**src/sv/cfla_pkg.sv**
```systemverilog
package cfla_pkg;

  localparam int unsigned ADDR_W   = 21;
  localparam int unsigned LOG2_W   = 4;
  localparam int unsigned CNT_W    = 8;
  localparam logic [LOG2_W-1:0] MAX_LOG2   = 4'd12;
  localparam logic [LOG2_W-1:0] RESET_LOG2 = 4'd3;
  localparam logic [CNT_W-1:0]  CNT_MAX    = 8'd255;

  localparam logic FUNC_ALLOC = 1'b0;
  localparam logic FUNC_FREE  = 1'b1;

  typedef enum logic [1:0] {
    STAT_OK      = 2'd0,
    STAT_OOM     = 2'd1,
    STAT_BADADDR = 2'd2
  } status_e;

  typedef enum logic [2:0] {
    S_CLEAR,
    S_IDLE,
    S_ALLOC_SCAN,
    S_ALLOC_READ,
    S_ALLOC_POP,
    S_FREE_SCAN,
    S_FREE_WRITE,
    S_RESP
  } state_e;

  typedef struct packed {
    logic                func;
    logic [ADDR_W-1:0]   free_addr;
  } in_word_t;

  typedef struct packed {
    logic [ADDR_W-1:0]   alloc_addr;
    status_e             status;
  } out_word_t;

  typedef struct packed {
    logic at_end;
    logic rem_lt;
  } scan_flags_t;

endpackage

```
**src/sv/cfla_step_unit.sv**
```systemverilog
module cfla_step_unit
  import cfla_pkg::*;
#(
  parameter int unsigned BPC = 64,
  parameter int unsigned CW  = 4,
  parameter int unsigned BSW = 10
) (
  input  logic [CW-1:0]     cidx_i,
  input  logic [CW-1:0]     open_i,
  input  logic [BSW-1:0]    base_i,
  input  logic [ADDR_W-1:0] rem_i,
  output scan_flags_t       flags_o,
  output logic [CW-1:0]     cidx_o,
  output logic [BSW-1:0]    base_o,
  output logic [ADDR_W-1:0] rem_o
);

  localparam logic [ADDR_W-1:0] BPC_R = ADDR_W'(BPC);
  localparam logic [BSW-1:0]    BPC_S = BSW'(BPC);

  // One chunk step: compare against the open count and the chunk size, then advance.
  assign flags_o.at_end = (cidx_i >= open_i);
  assign flags_o.rem_lt = (rem_i < BPC_R);
  assign cidx_o         = cidx_i + CW'(1);
  assign base_o         = base_i + BPC_S;
  assign rem_o          = rem_i - BPC_R;

endmodule

```
**config.mk**
```make
export PLATFORM = sky130hd
export DESIGN_NAME = cfla_step_unit
export DESIGN_NICKNAME = d
export VERILOG_FILES = /design/src/sv/cfla_pkg.sv /design/src/sv/cfla_step_unit.sv
export SDC_FILE = /design/constraint.sdc
export NUM_CORES = 1
export LEC_CHECK = 0
export BUFFER_PORTS_ARGS = -buffer_cell sky130_fd_sc_hd__clkbuf_2
export CORE_MARGIN = 1
export CORE_UTILIZATION = 29
export DETAILED_ROUTE_END_ITERATION = 7
export GPL_TIMING_DRIVEN = 0
export PLACE_DENSITY = 0.81
export SLEW_MARGIN = 0
export SYNTH_ARGS = -nofsm -noshare
export SYNTH_HDL_FRONTEND = slang
export SYNTH_SLANG_ARGS = --single-unit
```
**constraint.sdc**
```tcl
create_clock -name vclk -period 1.9
set_input_delay 0.38 -clock vclk [all_inputs]
set_output_delay 0.38 -clock vclk [all_outputs]
set_load 0.01 [all_outputs]
```
# Word-level counts from Yosys, hierarchy flattened
# Cells that the tools add are included.
[totals]
reg_bits = 0
latchBits = 0
ramBits = 0
romBits = 0
inputBits = 39
out_inout_bits = 37
elab_cells = 5
memories = 0
[op_classes]
addsub = 3
multipliers = 0
n_div = 0
magnitude_cmp = 2
eq_ne = 0
shifts = 0
muxes = 0
bitwise = 0
n_reduce_logical = 0
[ops]
columns = ["operator", "count"]
rows = [
  ["$lt 21x7->1 const B", 1],
  ["$sub 21x7->21 const B", 1],
  ["$add 10x7->10 const B", 1],
  ["$add 4x1->4 const B", 1],
  ["$ge 4x4->1", 1],
]

# Logic depth before layout (Yosys ltp)
# Gate-level depths: netlist of the first run.
[depth]
ltp_word = 1
ltp_mapped = 6
mapped_depth_nobuf = 6

# Worst setup path after synthesis of the first run
# OpenSTA, ideal clock, no wires.
[synth_path]
path_type = "input to output"
from = "input port rem_i[6]"
to = "output port rem_o[16]"
t_arrival_ps = 1740
required_time_ps = 1520
setup_slack_ps = -220
path_stages = 5
n_path_buf = 0
cell_sequence = "inv_1 -> ha_1 -> or4b_1 -> nor4_1 -> xor2_1"
[synth_via]
elab_chain_len = 1
[synth_rtl]
columns = ["item", "line", "rtl"]
rows = [
  ["from (decl)", "cfla_step_unit.sv:11", "input logic [ADDR_W-1:0] rem_i,"],
  ["$sub 21x7->21", "cfla_step_unit.sv:26", "assign rem_o = rem_i - BPC_R;"],
  ["to (decl)", "cfla_step_unit.sv:15", "output logic [ADDR_W-1:0] rem_o"],
]
# No other way between the ends.

# Worst setup path in the final report of the first run
[layout_path]
from = "input port rem_i[6]"
to = "output port rem_o[17]"
# Same word-level chain as after synthesis.

==> reports/results.txt, run 1 <==
status: finished with violations
failing checks: negative setup slack
yosys warns: 0
Routed Wire Length: 1.616 mm
DRC: 0
FF+latch count: 0
Hold Vio Cnt, Final: 0
RSZ-0062 raised after global routing: yes
vias in the first global route: 603
Internal: 110.5 uW
fin crit share: 1.192
share of layout cells above drive strength 1: 0.7329
Multi-input gate area: 515.5 sq um
hold_ws: 0.9460 ns
Syn Nets: 119
initial core utilization: 0.3065
arrival time worst endpoint: 1.88 ns
sw power: 107.7 uW
mapped cell area: 529.3 sq um
count of final setup violators: 11
pwr dens: 200.4 mW/mm^2
num rows: 15
Nets: 194
syn_area_per_cell: 7.250 sq um
register area: 0 sq um
total track usage: 0.1412
Combinational Power Share: 1.000
CP startpoint kind: input port
Congestion Overflow GR: 0
post-synthesis sequential area ratio: 0
CLK BUF: 0
sequential share of power: 0
initial antenna violation count: 0
core area: 0.001727 sq mm
post-DR wirelength/cell: 9.450 microns
CP required: 1.52 ns
Fillers: 154
Final WS setup: -0.3641 ns
CTS Hold Bufs: 0
Die Height: 44.72 microns
Antenna Nets Post-Route: 0
area of the die: 0.002000 sq mm
vias: 761
Gate Count Post-Synth: 73
Fmax: 0.4417 GHz
Least-Margin Pin Slew: 0.2242 ns
Crit Path Class: in -> out
placed insts: 162
I/O pins: 76
Die Wd: 44.72 microns
Max Cap Viol: 0
number of diodes: 0
hold crit path type: in -> out
initial DRC count: 10
Slew Limit Headroom: 0.8489
Post-Layout Cell Count: 171
IO buf count: 64
CP Capture Type: output port
leakage: 0.6344 nW
total power draw: 218.2 uW
worst vdd ir: 96.89 uV
Cell variety after synth: 23
Synth-to-Final Area Change: 105.7%
RD Place Congestion: 0.7176
critical path fanouts, max: 5
HPWL Detailed: 1.351 mm
count of final max-slew check failures: 0
largest net degree at the start of global routing: 6
switching share of power: 0.4937
first-pass GRT wire length: 2.263 mm
first-pass detailed-route iteration total: 6
Clock power frac: 0
Tmin final: 2.264 ns
via/cell ratio: 4.450
## cell usage in the layout (no fill, tap or decap)
cell / Yosys / routed
clkbuf_2: 0 / 52
buf_4: 12 / 18
xor2_1: 11 / 11
buf_2: 0 / 10
inv_1: 9 / 7
ha_1: 7 / 6
nor2_4: 0 / 4
nand2_1: 6 / 4
buf_6: 0 / 4
nor2_1: 7 / 3
or4_4: 1 / 2
nor3_2: 1 / 2
or3_4: 1 / 2
nand2_2: 0 / 2
nor4_4: 1 / 2
nand3_1: 2 / 2
xnor2_1: 3 / 2
inv_4: 0 / 1
or4b_4: 0 / 1
xnor2_2: 0 / 1
nor3_4: 0 / 1
o41ai_2: 0 / 1
o31ai_1: 1 / 1
inv_2: 0 / 1
nor3b_2: 0 / 1
a21boi_0: 1 / 1
o21ai_0: 1 / 1
a21oi_1: 1 / 1
ha_4: 0 / 1
buf_8: 0 / 1
## layer usage
layer | part of all wire | track usage | vias up | wire [microns]
met5 | 0 | 0 | - | 0
met3 | 0.081 | 0.01600 | 0 | 131
li1 | - | - | 383 | -
met2 | 0.59 | 0.3059 | 34 | 952
met1 | 0.33 | 0.1498 | 344 | 533
met4 | 0 | 0 | 0 | 0
## cells by family after synthesis
| group | count (synthesis) | share of synthesized area |
|---|---|---|
| AO/OA/AOI/OAI | 5 | 0.06383 |
| adder cells (fa/ha/maj) | 7 | 0.1655 |
| XOR/XNOR | 14 | 0.2317 |
| buffers and inverters | 21 | 0.2340 |
| AND/OR/NAND/NOR | 26 | 0.3050 |
## synth_stat cells, drive strengths merged, types with 2 or more instances
master | instances | area [sq um]
buf | 12 | 90.09
xor2 | 11 | 96.34
inv | 9 | 33.78
ha | 7 | 87.58
nor2 | 7 | 26.28
nand2 | 6 | 22.52
nor3 | 3 | 20.02
xnor2 | 3 | 26.28
nand3 | 2 | 10.01
nor4 | 2 | 27.53
or3 | 2 | 18.77
or4 | 2 | 18.77
## cell type report
class | count | share of cell area
plain buffers | 12 | 0.08276
inverters | 9 | 0.03333
multi-input cells | 52 | 0.4736
well taps | 25 | 0.02874
repair buffers | 73 | 0.3816
## worst paths after layout
check,cells after the start,startpoint,slack (ns),end
hold / removal,2,rem_i[4],0.95,rem_o[4]
setup / recovery,6,rem_i[6],-0.36,rem_o[17]
## per-stage QoR
stage / worst slack [ns] / utilization / setup TNS [ns] / cell area [sq um]
after floorplan: -0.1668 / - / -0.6437 / 575.6
after global placement: -0.3728 / 0.5370 / -2.362 / 927.1
after detailed placement: -0.3871 / 0.5370 / -2.576 / 927.1
after CTS: -0.3748 / 0.5819 / -2.863 / 1005
after global routing: -0.4107 / 0.6304 / -3.453 / 1089
final: -0.3641 / 0.6304 / -2.813 / 1089
## critical path, cell delays in order
cell and delay [ns]:
buf_8 0.10, or4_4 0.52, or3_4 0.40, nor4_4 0.17, xor2_1 0.16, clkbuf_2 0.15
## power by group through the flow
| stage | combinational (mW) | clock (mW) | sequential, mW |
|---|---|---|---|
| finish | 0.218 | 0 | 0 |
| global route | 0.240 | 0 | 0 |
| CTS | 0.210 | 0 | 0 |
| detailed placement | 0.197 | 0 | 0 |
| global placement | 0.191 | 0 | 0 |
| floorplan | 0.0995 | 0 | 0 |
## what timing repair did
action	CTS	global route
pin swaps	6	6
resized for setup	11	23
setup buffers	4	5
setup endpoints to repair	10	12
Power figures use the tool's default switching activity.
==> run 2: changes to the inputs <==
--- a/config.mk
+++ b/config.mk
@@ -15,3 +15,4 @@
 export SYNTH_ARGS = -nofsm -noshare
 export SYNTH_HDL_FRONTEND = slang
 export SYNTH_SLANG_ARGS = --single-unit
+export TNS_END_PERCENT = 5
==> run 2 against run 1 <==
The run still ends with negative setup slack left. Core utilization shrank 10 points. Sequential cell count is the same. Critical path depth is the same. Global-route usage shrank 1.8 points. Wire length shrank 12%. Sequential share of layout area is the same. Via count shrank 7.1%. Clock-buffer cell count is the same. Non-clock buffer count shrank 9. Die area is the same. Highest routed layer is now met4.
==> reports/results.txt, run 2 (synthesis gave the netlist of run 1 again) <==
status: finished with violations
failing checks: negative setup slack
slowest stage delay, CP: 0.55 ns (+0.03 ns)
Final WS setup: -0.4009 ns (-0.03679 ns)
initial core utilization: 0.3065 (unchanged)
sw power: 96.94 uW (-10%)
Combinational Power Share: 1.000 (about the same)
CP Capture Type: output port
Slew Limit Headroom: 0.8281 (-0.02083)
switching share of power: 0.5048 (+0.01118)
Max Cap Viol: 0 (unchanged)
core area: 0.001727 sq mm (unchanged)
Post-Layout Cell Count: 162 (-5.3%)
total track usage: 0.1237 (-0.01754)
count of final max-slew check failures: 0 (unchanged)
pwr dens: 210.8 mW/mm^2 (+5.2%)
RD Place Congestion: 0.6772 (-5.6%)
Slowest cell on crit path: or4_4
Fmax: 0.4346 GHz (-1.6%)
Least-Margin Pin Slew: 0.2546 ns (+0.03037 ns)
CLK BUF: 0 (unchanged)
Die Wd: 44.72 microns (unchanged)
hold crit path type: in -> out
Nets: 185 (-4.6%)
initial antenna violation count: 0 (unchanged)
post-DR wirelength/cell: 8.753 microns (-7.4%)
Crit Path Class: in -> out
worst vdd ir: 119.8 uV (+24%)
CP startpoint kind: input port
hold_ws: 0.9460 ns (-0.00001400 ns)
via/cell ratio: 4.364 (-1.9%)
first-pass GRT wire length: 2.001 mm (-12%)
DRC: 0 (unchanged)
num rows: 15 (unchanged)
fin crit share: 1.211 (+0.01936)
area of the die: 0.002000 sq mm (unchanged)
commonest cells after routing, fill and taps aside: 61 x clkbuf_2, 12 x buf_4, 11 x xor2_1
number of diodes: 0 (unchanged)
Hold Vio Cnt, Final: 0 (unchanged)
Antenna Nets Post-Route: 0 (unchanged)
HPWL Detailed: 1.319 mm (-2.4%)
Internal: 95.08 uW (-14%)
vias: 707 (-7.1%)
arrival time worst endpoint: 1.92 ns (+0.04 ns)
critical path fanouts, max: 5 (unchanged)
first-pass detailed-route iteration total: 1 (-5)
FF+latch count: 0 (unchanged)
I/O pins: 76 (unchanged)
count of final setup violators: 10 (-1)
register area: 0 sq um (unchanged)
sequential share of power: 0 (unchanged)
total power draw: 192.0 uW (-12%)
Routed Wire Length: 1.418 mm (-12%)
CP required: 1.52 ns (about the same)
RSZ-0062 raised after global routing: yes
initial DRC count: 0 (-10)
share of layout cells above drive strength 1: 0.6277 (-0.1051)
Finished Cell Area: 910.9 sq um (-16%)
Synth-to-Final Area Change: 72.10%
Clock power frac: 0 (unchanged)
placed insts: 162 (unchanged)
leakage: 0.5551 nW (-13%)
Die Height: 44.72 microns (unchanged)
critical-path cell list: clkbuf_2 -> or4_4 -> or3_4 -> nor4_4 -> xor2_1 -> buf_2
Tmin final: 2.301 ns (+0.03679 ns)
setup_tns: -2.841 ns (-0.02784 ns)
DP Area: 894.6 sq um (-3.5%)
delay-heaviest family, CP: simple AND/OR/NAND/NOR gates
Congestion Overflow GR: 0 (unchanged)
IO buf count: 64 (unchanged)
crit path buf inv count: 2 (unchanged)
most common library cell in the layout ignoring fill and taps: clkbuf_2
vias in the first global route: 573 (-5.0%)
largest net degree at the start of global routing: 6 (unchanged)
run 2: cell count changes in the layout (fill, tap and decap cells not counted), sizes merged:
cell and delta:
buf -18, clkbuf +9
run 2: timing repair:
| action | in CTS | in global routing |
|---|---|---|
| hold buffers | 0 | 0 |
| resized for setup | 3 | 4 |
| buffers inserted | 0 | 0 |
| pin swaps | 0 | 1 |
| setup endpoints to repair | 10 | 11 |
run 2: through the flow:
stage	setup WS (ns)	util
after detailed placement	-0.4226	0.5181
after floorplan	-0.1668	-
after global routing	-0.4740	0.5275
final	-0.4009	0.5275
after CTS	-0.4244	0.5225
after global placement	-0.3640	0.5181
run 2: final timing paths:
check,startpoint,to,depth (start not counted)
max,rem_i[6],rem_o[17],6
min,rem_i[4],rem_o[4],2
run 2: layer usage:
metal	track usage	vias to the layer above	wire, microns
li1	-	364	-
met1	0.1277	301	512
met2	0.2765	40	791
met3	0	2	99
met4	0.01212	0	14
met5	0	-	0
run 2: area by class of cell:
type / instances / area (sq um)
Buffer: 12 / 90.09
Fill cell: 170 / 815.8
Inverter: 9 / 33.78
Multi-Input combinational cell: 52 / 435.4
Tap cell: 25 / 31.28
Timing Repair Buffer: 64 / 320.3
run 2: power groups by stage:
stage	combinational [mW]	sequential (mW)	clock (mW)
after floorplan	0.0957	0	0
after global placement	0.186	0	0
after detailed placement	0.192	0	0
after CTS	0.194	0	0
after global routing	0.212	0	0
final	0.192	0	0
==> run 3: changes to the inputs <==
==> constraint.sdc (replaced) <==
create_clock -name vclk -period 1.9
set_input_delay 0.38 -clock vclk [all_inputs]
set_output_delay 0.38 -clock vclk [all_outputs]
set_load 0.02 [all_outputs]
==> run 3 against run 2 <==
Sequential share of layout area unchanged. Critical endpoint unchanged. Wire length fell by 0.63%. First-iteration DRC count increased by 6. Via count is 3.0% higher. Clock-buffer cell count unchanged. Worst setup slack got worse by 0.016 ns. Sequential cell count stayed put. The flow still finishes with violations (negative setup slack). Critical path depth stayed put. Cell count unchanged. Largest cell class unchanged. Largest power group unchanged. Highest routed layer is now met3.
==> reports/results.txt, run 3 (synthesis gave the netlist of run 1 again) <==
Crit Path Class: in -> out
RD Place Congestion: 0.6706 (-0.97%)
hold_ws: 0.9827 ns (+0.03672 ns)
pwr dens: 247.7 mW/mm^2 (+17%)
CP Capture Type: output port
CTS Hold Bufs: 0 (unchanged)
Die Wd: 44.72 microns (unchanged)
core area: 0.001727 sq mm (unchanged)
initial core utilization: 0.3065 (unchanged)
arrival time worst endpoint: 1.94 ns (+0.02 ns)
most common library cell in the layout ignoring fill and taps: clkbuf_2
slowest stage delay, CP: 0.55 ns (about the same)
commonest cells after routing, fill and taps aside: 53 x clkbuf_2, 18 x buf_4, 8 x xor2_1
total track usage: 0.1262 (+0.002594)
Slowest cell on crit path: or4_4
Congestion Overflow GR: 0 (unchanged)
CLK BUF: 0 (unchanged)
Tmin final: 2.316 ns (+0.01553 ns)
initial DRC count: 6 (+6)
failing checks: negative setup slack
status: finished with violations
num rows: 15 (unchanged)
Worst path depth: 6 (unchanged)
CP required: 1.52 ns (about the same)
hold crit path type: in -> out
leakage: 0.5703 nW (+2.7%)
initial antenna violation count: 0 (unchanged)
Die Height: 44.72 microns (unchanged)
via/cell ratio: 4.494 (+3.0%)
Worst Hold Depth: 2 (unchanged)
RSZ-0062 raised after global routing: yes
FF+latch count: 0 (unchanged)
Antenna Nets Post-Route: 0 (unchanged)
worst vdd ir: 125.8 uV (+5.0%)
delay-heaviest family, CP: simple AND/OR/NAND/NOR gates
sequential share of power: 0 (unchanged)
Internal: 108.3 uW (+14%)
Combinational Power Share: 1.000 (about the same)
register area: 0 sq um (unchanged)
critical-path cell list: buf_8 -> or4_4 -> or3_4 -> nor4_4 -> xor2_2 -> clkbuf_8
Nets: 185 (unchanged)
first-pass detailed-route iteration total: 4 (+3)
HPWL Detailed: 1.242 mm (-5.9%)
Least-Margin Pin Slew: 0.2697 ns (+0.01512 ns)
Routed Wire Length: 1.409 mm (-0.63%)
number of diodes: 0 (unchanged)
count of final setup violators: 10 (unchanged)
Synth-to-Final Area Change: 90.78%
CP startpoint kind: input port
post-DR wirelength/cell: 8.698 microns (-0.63%)
Hold Vio Cnt, Final: 0 (unchanged)
switching share of power: 0.5670 (+0.06216)
vias: 728 (+3.0%)
I/O pins: 76 (unchanged)
first-pass GRT wire length: 2.049 mm (+2.4%)
crit path from: rem_i[6]
count of final max-slew check failures: 0 (unchanged)
IO buf count: 64 (unchanged)
DP Area: 938.4 sq um (+4.9%)
critical path fanouts, max: 5 (unchanged)
vias in the first global route: 578 (+0.87%)
share of layout cells above drive strength 1: 0.6861 (+0.05839)
post-CTS setup buffer count: 0 (unchanged)
sw power: 141.8 uW (+46%)
DRC: 0 (unchanged)
Clock power frac: 0 (unchanged)
Final WS setup: -0.4164 ns (-0.01553 ns)
Setup crit end: rem_o[17]
Slew Limit Headroom: 0.8178 (-0.01021)
fin crit share: 1.219 (+0.008173)
largest net degree at the start of global routing: 6 (unchanged)
Max Cap Viol: 0 (unchanged)
area of the die: 0.002000 sq mm (unchanged)
Fmax: 0.4317 GHz (-0.67%)
crit path buf inv count: 2 (unchanged)
Finished Cell Area: 0.001010 sq mm (+11%)
[run 3: cell types whose count changed in the layout (fill, tap and decap cells not counted), sizes merged]
cell and change:
clkbuf -5, clkinvlp +1, inv -1, buf +5
[run 3: stage by stage]
| stage | setup slack [ns] | instances | util | total power [mW] | TNS [ns] |
|---|---|---|---|---|---|
| floorplan | -0.2728 | 73 | - | 0.1392 | -2.068 |
| global placement | -0.4325 | 162 | 0.5435 | 0.2324 | -3.185 |
| detailed placement | -0.4695 | 162 | 0.5435 | 0.2368 | -3.373 |
| CTS | -0.4594 | 162 | 0.5674 | 0.2452 | -3.203 |
| global route | -0.4708 | 162 | 0.5848 | 0.2706 | -3.213 |
| finish | -0.4164 | 162 | 0.5848 | 0.2501 | -2.561 |
[run 3: final cells by class]
cell class	count	area [sq um]
repair buffers	64	365.4
fillers	162	716.9
well taps	25	31.28
plain buffers	12	90.09
multi-input cells	52	485.5
inverters	9	37.54
[run 3: repair_timing]
action                                  CTS  global route
resized for setup                        11            16
gates cloned                              0             0
endpoints found under the setup margin   12            13
pin swaps                                 1             4
[run 3: power groups by stage]
stage	clock, mW	combinational (mW)	sequential [mW]
4_1_cts	0	0.245	0
2_1_floorplan	0	0.139	0
5_1_grt	0	0.271	0
3_5_place_dp	0	0.237	0
6_report	0	0.250	0
3_3_place_gp	0	0.232	0
[run 3: worst min path at each step]
stage	from	to	slack (ns)
after CTS	rem_i[1]	rem_o[1]	0.98
final	rem_i[1]	rem_o[1]	0.98
after floorplan	rem_i[20]	flags_o[0]	0.81
after detailed placement	rem_i[1]	rem_o[1]	0.98
after global routing	base_i[4]	base_o[4]	0.99
after global placement	rem_i[1]	rem_o[1]	0.98
[run 3: per-layer routing]
layer | routed length, microns | share of wire | vias to the layer above | track usage
met5 | 0 | 0 | - | 0
met4 | 0 | 0 | 0 | 0
met3 | 161 | 0.11 | 0 | 0.008000
met2 | 739 | 0.52 | 58 | 0.2765
met1 | 508 | 0.36 | 311 | 0.1353
li1 | - | - | 359 | -
